$ cat src/tdfa_pkg.sv
package tdfa_pkg;

  // Field widths fixed by the item format.
  localparam int unsigned STATE_W = 4;
  localparam int unsigned SYM_W   = 8;
  localparam int unsigned LIM_W   = 9;
  localparam int unsigned MARKS   = 16;

  // Configuration register indexes (paddr[2]).
  localparam logic REG_STATES_IN_USE = 1'b0;
  localparam logic REG_START_STATE   = 1'b1;

  // Input item actions.
  typedef enum logic [1:0] {
    ACT_ADD_TRANS = 2'd0,
    ACT_SET_MARK  = 2'd1,
    ACT_FEED      = 2'd2,
    ACT_JUDGE     = 2'd3
  } action_t;

  // Configuration registers as seen by the datapath.
  typedef struct packed {
    logic [4:0]         states_in_use;
    logic [STATE_W-1:0] start_state;
  } cfg_regs_t;

  // One transition table entry.
  typedef struct packed {
    logic               valid;
    logic [STATE_W-1:0] next;
  } tbl_entry_t;

  // A state index is usable when it lies below the effective limit.
  function automatic logic st_ok(input logic [STATE_W-1:0] s, input logic [LIM_W-1:0] lim);
    st_ok = {{(LIM_W-STATE_W){1'b0}}, s} < lim;
  endfunction

endpackage

$ cat src/tdfa_cfg.sv
module tdfa_cfg
  import tdfa_pkg::*;
(
  input  logic        clk,
  input  logic        rst_n,
  input  logic        psel,
  input  logic        penable,
  input  logic        pwrite,
  input  logic [2:0]  paddr,
  input  logic [31:0] pwdata,
  output logic [31:0] prdata,
  output logic        pready,
  output cfg_regs_t   regs
);

  cfg_regs_t regs_r;
  cfg_regs_t regs_nxt;
  logic      wr_en;

  assign pready = 1'b1;
  assign wr_en  = psel && penable && pwrite;
  assign regs   = regs_r;

  // Register write decode.
  always_comb begin
    regs_nxt = regs_r;
    if (wr_en) begin
      case (paddr[2])
        REG_STATES_IN_USE: regs_nxt.states_in_use = pwdata[4:0];
        REG_START_STATE:   regs_nxt.start_state   = pwdata[STATE_W-1:0];
        default:           regs_nxt = regs_r;
      endcase
    end
  end

  always_ff @(posedge clk) begin
    if (!rst_n) begin
      regs_r.states_in_use <= 5'd16;
      regs_r.start_state   <= '0;
    end else begin
      regs_r <= regs_nxt;
    end
  end

  // Read data, zero extended.
  always_comb begin
    case (paddr[2])
      REG_STATES_IN_USE: prdata = {27'd0, regs_r.states_in_use};
      REG_START_STATE:   prdata = {28'd0, regs_r.start_state};
      default:           prdata = '0;
    endcase
  end

endmodule

$ cat config.mk
export PLATFORM = sky130hd
export DESIGN_NAME = tdfa_cfg
export DESIGN_NICKNAME = d
export VERILOG_FILES = /design/src/tdfa_pkg.sv /design/src/tdfa_cfg.sv
export SDC_FILE = /design/constraint.sdc
export NUM_CORES = 1
export LEC_CHECK = 0
export BUFFER_PORTS_ARGS = -buffer_cell sky130_fd_sc_hd__buf_2
export CAP_MARGIN = 10
export CORE_UTILIZATION = 31
export DETAILED_ROUTE_END_ITERATION = 6
export GPL_ROUTABILITY_DRIVEN = 0
export PLACE_DENSITY = 0.78
export SYNTH_ARGS = -nofsm -noshare
export SYNTH_HDL_FRONTEND = slang
export SYNTH_SLANG_ARGS = --single-unit
$ cat constraint.sdc
create_clock -name clk -period 1.1 [get_ports clk]
set_clock_uncertainty 0.1 [all_clocks]
set_input_delay 0.165 -clock clk [delete_from_list [all_inputs] [get_ports clk]]
set_output_delay 0.165 -clock clk [all_outputs]
set_load 0.01 [all_outputs]
Yosys cells after proc, flatten, opt, wreduce, memory -nomap -nowiden:

Cells that the tools add are included.

* flip-flop bits (word level): 9
* bits of input ports: 40
* output and inout bits: 42
* logic and storage cells: 8

* muxes and demuxes: 1
* bitwise operators: 1
* reductions and logical operators: 4

Operator list (count)
* case mux 32 bit (2 select lines): 1
* AND reduction 2 bit: 2
* logical AND 1 bit: 2
* inverter 1 bit: 1

Logic depth before layout (Yosys ltp):

* word-level depth: 3
* gate-level depth with buffers: 4
* gate-level depth less buffers: 2

Worst setup path before layout:

OpenSTA, ideal clock, no wires.

* path kind: input to register
* start: input port paddr[2]
* end: register regs_r (netlist bit regs[4])
* setup time: 0.072 ns
* data arrival time: 0.795 ns
* data required time: 0.928 ns
* setup slack: 0.134 ns
* stages: 4
* buffers on the path: 2
* cell sequence: buf_6 > and4b_1 > buf_6 > mux2i_1

* cells in the longest elaborated chain, start to end: 2

RTL lines
* start: declaration: line tdfa_cfg.sv:9 `input logic [2:0] paddr,`
* inverter 1 bit
* AND reduction 2 bit (no line)
* end signal: assignment: line tdfa_cfg.sv:41 `regs_r <= regs_nxt;`
* end: declaration: line tdfa_cfg.sv:16 `cfg_regs_t regs_r;`

Every way passes these cells.
A chain may end at the register's enable or synchronous reset.

Final worst setup path:

* start: register regs_r (netlist bit regs[1])
* end: output port prdata[1]

* cells in the longest elaborated chain, start to end: 1

RTL lines
* case mux 32 bit (2 select lines): line tdfa_cfg.sv:47 `case (paddr[2])`
* end: declaration: line tdfa_cfg.sv:11 `output logic [31:0] prdata,`

Every way passes these cells. The select of a mux whose other input is x is not followed.

==> out/metrics.yaml <==
cts:
  clk_pin_slew_ns: 0.07
  cts-buffers-inserted: 3
  cts_max_level: 1
  cts_buffer_depth: 2
  cts_sinks: 9
  insertion_delay_ns: 0.26
  cts_tree: "yes"
  cts_root_buffer: "clkbuf_4"
detailed_routing:
  vias: 504
  first_iter_violations: 1
  postRouteAntennaNets: 0
  wl_per_cell_um: 9.672
  drc: 0
  firstDrtPassIters: 2
  routed_wl_mm: 1.296
  via_per_inst: 3.761
logic_synthesis:
  synthSimpleGateAreaFrac: 0.1368
  ys_ff_latch: 9
  syn_area_per_cell_um2: 9.019
  syn_area_um2: 649.4
  synth_top_family_by_area: "buffers and inverters"
  synth-xor-area-share: 0
  synthAdderAreaFrac: 0
  ys_seq_area_frac: 0.2775
  synth_compound_area_frac: 0
  synth_cell_types: 13
  synthMuxAreaShare: 0.2081
  ys_warn_count: 0
  postSynthCellCount: 72
placement:
  place_area_um2: 685.7
  post-place-ws_ns: -0.03817
  dp_hpwl_um: 889.7
  port_buffers: 24
power:
  powerDensity_nw_per_um2: 853.3
  pwr-share-clk: 0.351
  comb_power_share: 0.209
  internal-power_mw: 0.5429
  p_sw_mw: 0.2258
  swShare: 0.2937
  p_seq_frac: 0.440
  p_leak_nw: 0.4850
  peakVddDrop_uv: 361.1
critical_path:
  slowest_delay_ns: 0.32
  worst-path-stages: 2
  endpoint: "prdata[1]"
  r2r_slack_ns: 0.29
  arrival_ns: 0.97
  ff2ff_path_depth: 3
  crit_chain: "mux2_2, buf_6"
  critPathBufInv: 1
  crit_family: "flip-flops"
  path_class: "reg -> out"
  timing.rr.start: "regs[8]"
  startpoint_type: "register"
  cp_max_fo: 2
  rr_endpoint: "regs[8]"
  startpoint: "regs[1]"
  cp_data_required_time_ns: 0.83
  endpoint_kind: "primary output"
  slowest_stage: "dfxtp_2"
worst_hold_path:
  min-delay-path-class: "in -> reg"
  hold-path-cell-count: 3
floorplanning:
  initial_utilization: 0.3310
  die_height_um: 47.77
  core_area_um2: 1962
  row_count: 16
  die_w_um: 47.77
  ios: 82
  dieArea_um2: 2282
cells_and_area:
  drive_gt1_frac: 0.5047
  post-route-cell-area_um2: 900.9
  diodes: 0
  multi_input_comb_area_um2: 340.3
  largest_reg_flops: 9
  final_nets: 148
  n_fill_cell: 203
  syn2layout_area_growth_pct: 38.73
  seq_area_um2: 191.4
  fin_util: 0.4592
timing:
  min_period_over_period: 1.127
  min_period_ns: 1.240
  setup_viol: 5
  holdWs_ns: 0.06088
  rsz0062_at_grt: "yes"
  fin_ws_ns: -0.1398
  max_freq_mhz: 806.6
  slew_violations: 0
  finalHoldViolCount: 0
flow_run:
  maxCapViolations: 0
global_route:
  grt_pass1_vias: 406
  overflow: 0
  grt_max_degree: 15
  track_usage: 0.1196
  grt_pass1_wl_mm: 1.738
  antenna_found_initial: 0
run_status:
  status: "finished with violations"
  violations: "negative setup slack"
-- per-stage QoR --
stage,power [mW],setup TNS (ns),std cells
6_report,0.7687,-0.5912,134
3_5_place_dp,0.4711,-0.03817,121
5_1_grt,0.8162,-0.8759,134
3_3_place_gp,0.4687,0,121
4_1_cts,0.7723,-0.6166,134
2_1_floorplan,0.5070,0,98
-- worst min-delay path, cell delays in order --
cell and delay, ns:
buf_2 0.10, nand2_1 0.06, mux2i_1 0.06
-- placed cells by master, fill, tap and decap left out --
cell / count
and2b_2: 1
and4b_1: 1
buf_2: 10
buf_4: 9
buf_6: 17
clkbuf_1: 1
clkbuf_4: 3
conb_1: 28
dfxtp_2: 9
mux2_2: 1
mux2_4: 3
mux2i_1: 9
nand2_1: 12
nand4_2: 1
nor2b_1: 2
-- metal layers --
layer	wire, um	global-route usage	vias up
li1	-	-	244
met1	525	0.1202	226
met2	678	0.2108	34
met4	0	0.06667	0
met3	92	0.04528	0
met5	0	0	-
-- logic make-up (layout without fill, tap and decap cells) --
logic type	Yosys count	count (layout)
buffers and inverters	31	40
multiplexers	13	13
other	2	28
AND/OR/NAND/NOR	17	17
flip-flops	9	9
-- worst min path at each step --
stage	startpoint	end	slack, ns
floorplan	pwdata[0]	regs[0]	0.23
global placement	pwdata[4]	regs[8]	0.33
detailed placement	pwdata[3]	regs[3]	0.35
CTS	pwdata[3]	regs[3]	0.05
global route	pwdata[3]	regs[7]	0.06
finish	pwdata[3]	regs[3]	0.06
-- power by group through the flow --
stage          combinational, mW  sequential [mW]  clock, mW
2_1_floorplan              0.159            0.348          0
3_3_place_gp               0.124            0.345          0
3_5_place_dp               0.126            0.345          0
4_1_cts                    0.158            0.337      0.277
5_1_grt                    0.181            0.339      0.296
6_report                   0.161            0.338      0.270
-- final cells by class --
cell class | instances | share of cell area
sequential | 9 | 0.2125
tap | 27 | 0.03750
multi-input combinational | 58 | 0.3778
timing repair buffer | 36 | 0.3431
clock buffer | 4 | 0.02917
-- synthesized netlist by cell type --
cell type,number,area [um^2]
buf_4,28,210.2
nand2_1,12,45.04
dfxtp_1,9,180.2
mux2i_1,9,90.09
buf_6,2,22.52
conb_1,2,7.510
mux2_1,2,22.52
mux2_2,2,22.52
nor2b_1,2,12.51
and2b_2,1,8.760
and4b_1,1,10.01
buf_2,1,5.000
nand4_2,1,12.51
-- timing repair --
| action | in CTS | in global routing |
|---|---|---|
| buffers inserted | 9 | 0 |
| hold buffers | 0 | 0 |
| gates resized for setup | 25 | 4 |
| setup endpoints to repair | 5 | 14 |
Note: power is estimated with default switching activity, not from simulation.
